$ cat config.mk
export PLATFORM = sky130hd
export DESIGN_NAME = acc_isa_ctrl
export DESIGN_NICKNAME = d
export VERILOG_FILES = /design/src/rtl/acc_isa_pkg.sv /design/src/rtl/acc_isa_ctrl.sv
export SDC_FILE = /design/constraint.sdc
export NUM_CORES = 1
export LEC_CHECK = 0
export ABC_AREA = 1
export BUFFER_PORTS_ARGS = -buffer_cell sky130_fd_sc_hd__clkbuf_2
export CELL_PAD_IN_SITES_DETAIL_PLACEMENT = 0
export CELL_PAD_IN_SITES_GLOBAL_PLACEMENT = 1
export CORE_MARGIN = 2
export CORE_UTILIZATION = 31
export DETAILED_ROUTE_END_ITERATION = 6
export PLACE_DENSITY_LB_ADDON = 0.1
export SLEW_MARGIN = 20
export SYNTH_ARGS = -nofsm -noshare
export SYNTH_HDL_FRONTEND = slang
export SYNTH_SLANG_ARGS = --single-unit
$ cat constraint.sdc
create_clock -name clk -period 3.8 [get_ports clk]
set_input_delay 0.76 -clock clk [delete_from_list [all_inputs] [get_ports clk]]
set_output_delay 0.76 -clock clk [all_outputs]
set_load 0.02 [all_outputs]
$ cat src/rtl/acc_isa_pkg.sv
// ----------------------------------------------------------------------------
// acc_isa_pkg
// Shared types and constants for the accumulator instruction set executor.
// ----------------------------------------------------------------------------
package acc_isa_pkg;

  localparam int ADDR_W    = 12;
  localparam int WORD_W    = 16;
  localparam int MEM_AW    = 12;
  localparam int MEM_WORDS = 1 << MEM_AW;

  typedef enum logic [1:0] {
    FUNC_WRITE = 2'd0,
    FUNC_EXEC  = 2'd1,
    FUNC_READ  = 2'd2,
    FUNC_NONE  = 2'd3
  } func_t;

  typedef enum logic [3:0] {
    OP_LODD = 4'd0,
    OP_STOD = 4'd1,
    OP_ADDD = 4'd2,
    OP_SUBD = 4'd3,
    OP_JPOS = 4'd4,
    OP_JZER = 4'd5,
    OP_JUMP = 4'd6,
    OP_LOCO = 4'd7,
    OP_LODL = 4'd8,
    OP_STOL = 4'd9,
    OP_ADDL = 4'd10,
    OP_SUBL = 4'd11,
    OP_JNEG = 4'd12,
    OP_JNZE = 4'd13,
    OP_CALL = 4'd14,
    OP_EXT  = 4'd15
  } op_t;

  typedef struct packed {
    func_t               func;
    logic [ADDR_W-1:0]   addr;
    logic [WORD_W-1:0]   data;
  } req_t;

  typedef struct packed {
    logic [ADDR_W-1:0]        pc;
    logic signed [WORD_W-1:0] ac;
    logic [ADDR_W-1:0]        sp;
    logic                     halted;
    logic [WORD_W-1:0]        read_data;
  } rsp_t;

  typedef struct packed {
    logic latch_in;
    logic clr_wr;
    logic wr_in;
    logic rd_addr;
    logic rd_opnd;
    logic ld_ir;
    logic exec;
    logic finish;
    logic ld_rdata;
  } dp_cmd_t;

  typedef struct packed {
    logic clr_last;
  } dp_status_t;

endpackage

$ cat src/rtl/acc_isa_ctrl.sv
// ----------------------------------------------------------------------------
// acc_isa_ctrl
// Sequencer: memory clear after reset, item dispatch and per-step commands.
// ----------------------------------------------------------------------------
module acc_isa_ctrl
  import acc_isa_pkg::*;
(
  input  logic       clk,
  input  logic       rst,
  input  logic       start,
  input  func_t      func,
  input  dp_status_t sts,
  output dp_cmd_t    cmd,
  output logic       busy,
  output logic       done
);

  typedef enum logic [3:0] {
    S_CLEAR,
    S_IDLE,
    S_WRITE,
    S_FETCH,
    S_DECODE,
    S_EXEC,
    S_READ,
    S_READ_DONE,
    S_NOP
  } state_t;

  state_t state;
  state_t state_next;
  logic   final_step;
  logic   accept;

  function automatic state_t dispatch(func_t f);
    state_t s;
    unique case (f)
      FUNC_WRITE: s = S_WRITE;
      FUNC_EXEC:  s = S_FETCH;
      FUNC_READ:  s = S_READ;
      default:    s = S_NOP;
    endcase
    return s;
  endfunction

  assign final_step = (state == S_WRITE) || (state == S_EXEC) ||
                      (state == S_READ_DONE) || (state == S_NOP);
  assign busy   = !((state == S_IDLE) || final_step);
  assign accept = start && !busy;

  always_comb begin
    state_next = state;
    unique case (state)
      S_CLEAR:     if (sts.clr_last) state_next = S_IDLE;
      S_IDLE:      if (start) state_next = dispatch(func);
      S_FETCH:     state_next = S_DECODE;
      S_DECODE:    state_next = S_EXEC;
      S_READ:      state_next = S_READ_DONE;
      S_WRITE,
      S_EXEC,
      S_READ_DONE,
      S_NOP:       state_next = start ? dispatch(func) : S_IDLE;
      default:     state_next = S_IDLE;
    endcase
  end

  always_comb begin
    cmd          = '0;
    cmd.latch_in = accept;
    cmd.clr_wr   = (state == S_CLEAR);
    cmd.wr_in    = (state == S_WRITE);
    cmd.rd_addr  = (state == S_READ);
    cmd.rd_opnd  = (state == S_DECODE);
    cmd.ld_ir    = (state == S_DECODE);
    cmd.exec     = (state == S_EXEC);
    cmd.finish   = final_step;
    cmd.ld_rdata = (state == S_READ_DONE);
  end

  always_ff @(posedge clk) begin
    if (rst) begin
      state <= S_CLEAR;
      done  <= 1'b0;
    end else begin
      state <= state_next;
      done  <= final_step;
    end
  end

endmodule

==> impl_metrics.ini, run 1 <==
[synth]
ys_ff_latch = 5
synthCells = 79
synth_top_cell_area_share_pct = 23.0
yosysTopAreaCell = dfxtp_1
synth_nets = 85
syn_avg_cell_area_sq_um = 5.51
ys_seq_area_share_pct = 23.0
yosys_warnings = 0
synth_area_sq_um = 435
synth_cell_type_count = 14
synthTopCellsByArea = dfxtp_1 (23%), inv_1 (16%), nand2_1 (16%), nor2_1 (13%), nand3_1 (6.9%)

[route]
vias = 474
top_layer_used = met3
wl_met3_um = 49
vias_per_cell = 4.27
drt-initial-drc-count = 2
wire_per_inst_um = 8.59
drt_wl_total_um = 953
met1_length_um = 469
ant_nets = 0
route.met2.wl_um = 434
firstDrtPassIters = 2
drc = 0

[worst_hold_path]
worstHoldEndpoint = state[1]
hold_path_class = in -> reg
whs_path_depth = 2
worstHoldStart = rst

[setup_path]
crit_fanout = 5
crit_path_max_incr_delay_ns = 0.43
crit_type = reg -> out
cp-start-kind = flip-flop
r2r-end = state[0]
endpoint_kind = primary output
crit_chain = inv_1 > nor2_1 > nand2_1 > nand4_1 > inv_2 > nor2_1 > clkbuf_2
worstReg2RegStart = state[0]
r2r_cells = 7
cp_data_required_time_ns = 3.04
arrival_ns = 1.46
cp_slowest_cell = dfxtp_1
crit_top_cell = nor2_1
rrSetupSlack_ns = 2.57

[global_route]
first_global_vias = 418
grt_use_total_pct = 12.3
antenna_found_initial = 0
grt_pass1_wl_um = 1660
grt_max_degree = 6
grt_overflow_total = 0

[timing]
setup_viol = 0
relSlewSlack_pct = 85.6
tns_ns = 0
timing.fmax_mhz = 450
grt_setup_unrepaired = no
fin_skew_ns = 0.00584
timing.final.crit_share_pct = 58.5
hold_violations = 0
min_period_ns = 2.22
drv_slew = 0
tightest_slew_ns = 0.216

[flow_run]
maxCapViolCount = 0

[die]
rows = 13
fp.coreArea_sq_um = 1300
die-area_sq_um = 1720
die_width_um = 41.5
die_height_um = 41.5
io-pin-count = 17
start_util_pct = 33.5

[power_and_ir_drop]
totalPowerFinal_uw = 229
pwr_density_cell_nw_per_um2 = 425
ir_drop_v = 0.000322
p_leak_uw = 0.000372

[cells_and_area]
final_cell_mix = inv_1 (18), nand2_1 (18), clkbuf_2 (16), nor2_1 (15), nand3_1 (6)
n_antenna_cell = 0
final_cell_count_no_fill = 111
num-fill-cells = 159
design_area_sq_um = 539
syn2layout_area_growth_pct = 23.9
fin_nets = 103
drive_gt1_share_pct = 32.3

[clock_tree]
htreeDepth = 1
cts-buffers-inserted = 3
clk-insertion-delay-late_ns = 0.24
post_cts_buffers = 0
clock-root-buffer = clkbuf_4
cts.path.max_buffers = 2
ctsResizeCount = 0
path_clk_slew_ns = 0.05
cts_sinks = 5
cts_tree = done
ctsHoldBuffers = 0

[placement]
gp_congestion = 0.744
numPortBuffers = 16
hpwl_um = 813
dp_cells = 107
dpl_cell_area_sq_um = 512

[status]
status = complete, no violations
-- power by group --
part           internal (uW)  switching, uW
Combinational           33.5           70.1
Sequential              58.2           7.09
Clock                   38.1           22.5
-- final cells by class --
| class | instances | area [sq um] | area share [%] |
|---|---|---|---|
| multi-input combinational | 50 | 234 | 43.4 |
| sequential | 5 | 100 | 18.6 |
| timing repair buffer | 16 | 80.1 | 14.8 |
| inverter | 21 | 78.8 | 14.6 |
| clock buffer | 3 | 22.5 | 4.18 |
| tap | 15 | 18.8 | 3.48 |
| clock inverter | 1 | 5.00 | 0.928 |
-- synth_stat cells --
cell type	instances
inv_1	18
nand2_1	18
nor2_1	15
nand3_1	6
dfxtp_1	5
nor2_2	4
buf_4	3
inv_2	3
nand4_1	2
a21oi_1	1
nand2_2	1
nand3_2	1
nor4_2	1
o21ai_2	1
-- kinds of logic (layout without fill, tap and decap cells) --
logic type / Yosys count / in the layout / share of synthesized area, %
compound gates: 2 / 2 / 3.16
simple gates: 48 / 48 / 50.6
flops: 5 / 5 / 23.0
buf+inv: 24 / 41 / 23.3
-- state kept, by name (all words and copies together) (netlist names) --
register	cells
done	1
state	4
-- worst max path at each step --
stage             start      to  slack [ns]
2_1_floorplan  state[2]  cmd[4]        1.89
5_1_grt        state[0]  cmd[8]        1.47
3_5_place_dp      start  cmd[8]        1.81
4_1_cts        state[0]  cmd[8]        1.56
3_3_place_gp      start  cmd[8]        1.83
6_report       state[0]  cmd[8]        1.58
-- worst max-delay path: cells and delay by family (launching register included) --
kind,cells,cell delay [ns]
buffers and inverters,3,0.32
DFF,1,0.43
and+or+nand+nor,4,0.48
-- routing by layer --
| layer | GRT usage (%) | up-vias |
|---|---|---|
| li1 | - | 263 |
| met3 | 5.22 | 0 |
| met1 | 14.8 | 198 |
| met2 | 20.6 | 13 |
| met5 | 0 | - |
| met4 | 1.94 | 0 |
-- through the flow --
stage	worst slack (ns)	utilization (%)	hold slack, ns
2_1_floorplan	1.89	-	0.683
3_3_place_gp	1.83	39.3	0.785
3_5_place_dp	1.81	39.3	0.780
4_1_cts	1.56	41.4	0.733
5_1_grt	1.47	41.4	0.733
6_report	1.58	41.4	0.737
No activity file was read; power rests on OpenSTA's default activity.
==> run 2, diff against run 1 <==
Settings changed: CORE_UTILIZATION 31 to 28.
Clock period 3.8 ns to 2.09 ns, I/O delays scaled along.
==> impl_metrics.ini, run 2 (synthesis results as in run 1) <==
[status]
status = complete, no violations

[timing]
relSlewSlack_pct = 84.6
timing.final.crit_share_pct = 88.3
tightest_slew_ns = 0.230
setup_viol = 0
tns_ns = 0
fin_skew_ns = 0.000287
min_period_ns = 1.84
hold_violations = 0
grt_setup_unrepaired = no
drv_slew = 0
timing.fmax_mhz = 542

[clock_tree]
htreeDepth = 1
path_clk_slew_ns = 0.04
clk-insertion-delay-late_ns = 0.24
clock-root-buffer = clkbuf_4
post_cts_buffers = 0
cts.path.max_buffers = 2
ctsHoldBuffers = 0
cts_tree = done
cts-buffers-inserted = 3
cts_sinks = 5
ctsResizeCount = 0

[global_route]
grt_pass1_wl_um = 1730
grt_use_total_pct = 11.7
grt_max_degree = 6
antenna_found_initial = 0
grt_overflow_total = 0
first_global_vias = 432

[die]
fp.coreArea_sq_um = 1490
rows = 14
die_height_um = 43.4
die_width_um = 43.4
io-pin-count = 17
die-area_sq_um = 1890
start_util_pct = 29.2

[route]
ant_nets = 0
drt_wl_total_um = 1030
drt-initial-drc-count = 9
firstDrtPassIters = 4
wire_per_inst_um = 9.17
vias_per_cell = 4.29
drc = 0
vias = 481

[power_and_ir_drop]
sw_frac_of_total_pct = 42.7
internal_power_uw = 239
p_leak_uw = 0.000370
pwr-share-clk_pct = 26.3
ir_drop_v = 0.000347
pwr_density_cell_nw_per_um2 = 773
combinationalPowerShare_pct = 45.3
power_frac_seq_pct = 28.5
p_sw_uw = 178

[cells_and_area]
largest_reg_flops = 4
drive_gt1_share_pct = 31.3
syn2layout_area_growth_pct = 23.9
regMostFlops = state
n_antenna_cell = 0
final_cell_count_no_fill = 112
reg_top3 = state x4, done x1
fin_nets = 103
final_cell_mix = inv_1 (18), nand2_1 (18), clkbuf_2 (16), nor2_1 (15), nand3_1 (6)

[setup_path]
r2r_cells = 7
endpoint_kind = primary output
cp_data_required_time_ns = 1.67
cp_slowest_cell = dfxtp_1
crit_top_cell = nor2_1
crit_fanout = 5
crit_type = reg -> out
arrival_ns = 1.43
cp-start-kind = flip-flop
rrSetupSlack_ns = 0.82
crit_chain = inv_1 > nor2_1 > nand2_1 > nand4_1 > inv_2 > nor2_1 > clkbuf_2
crit_path_max_incr_delay_ns = 0.42

[placement]
gp_congestion = 0.761
numPortBuffers = 16
dp_cells = 108
hpwl_um = 895

[flow_run]
maxCapViolCount = 0

[worst_hold_path]
whs_path_depth = 2
hold_path_class = in -> reg
==> run 2: layout make-up <==
| cell class | count | area (sq um) |
|---|---|---|
| clock buffer | 4 | 26.3 |
| fill | 181 | 950 |
| inverter | 21 | 78.8 |
| multi-input combinational | 50 | 234 |
| sequential | 5 | 100 |
| tap | 16 | 20.0 |
| timing repair buffer | 16 | 80.1 |
==> run 2: path summary, 6_finish.rpt <==
check	from	to
setup / recovery	state[0]	cmd[8]
hold / removal	rst	state[1]
setup reg to reg	state[0]	state[0]
hold reg to reg	state[2]	state[1]
==> run 2: layer usage <==
| layer | up-vias | global-route usage (%) | part of all wire (%) |
|---|---|---|---|
| li1 | 265 | - | - |
| met2 | 9 | 21.2 | 49 |
| met5 | - | 0 | 0 |
| met1 | 207 | 14.5 | 48 |
| met4 | 0 | 1.82 | 0 |
| met3 | 0 | 2.50 | 3.1 |
==> run 2: metrics by stage <==
stage / total power (uW) / util (%) / cell area (sq um) / hold slack (ns) / setup WS (ns)
4_1_cts: 423 / 36.2 / 539 / 0.394 / 0.226
3_5_place_dp: 311 / 34.5 / 513 / 0.646 / 0.488
6_report: 417 / 36.2 / 539 / 0.405 / 0.245
3_3_place_gp: 314 / 34.5 / 513 / 0.651 / 0.467
5_1_grt: 455 / 36.2 / 539 / 0.397 / 0.104
2_1_floorplan: 267 / - / 435 / 0.490 / 0.518
==> run 2: power groups by stage <==
stage          logic [uW]  clock network, uW  registers (uW)
3_3_place_gp          194                  0             120
3_5_place_dp          191                  0             120
6_report              189                109             119
5_1_grt               210                125             120
2_1_floorplan         147                  0             119
4_1_cts               192                113             119
==> run 2: worst max-delay path: cells and delay by family, from the launching register on <==
kind                   cells  cell delay, ns
DFF                        1            0.42
buffers and inverters      3            0.31
and+or+nand+nor            4            0.46
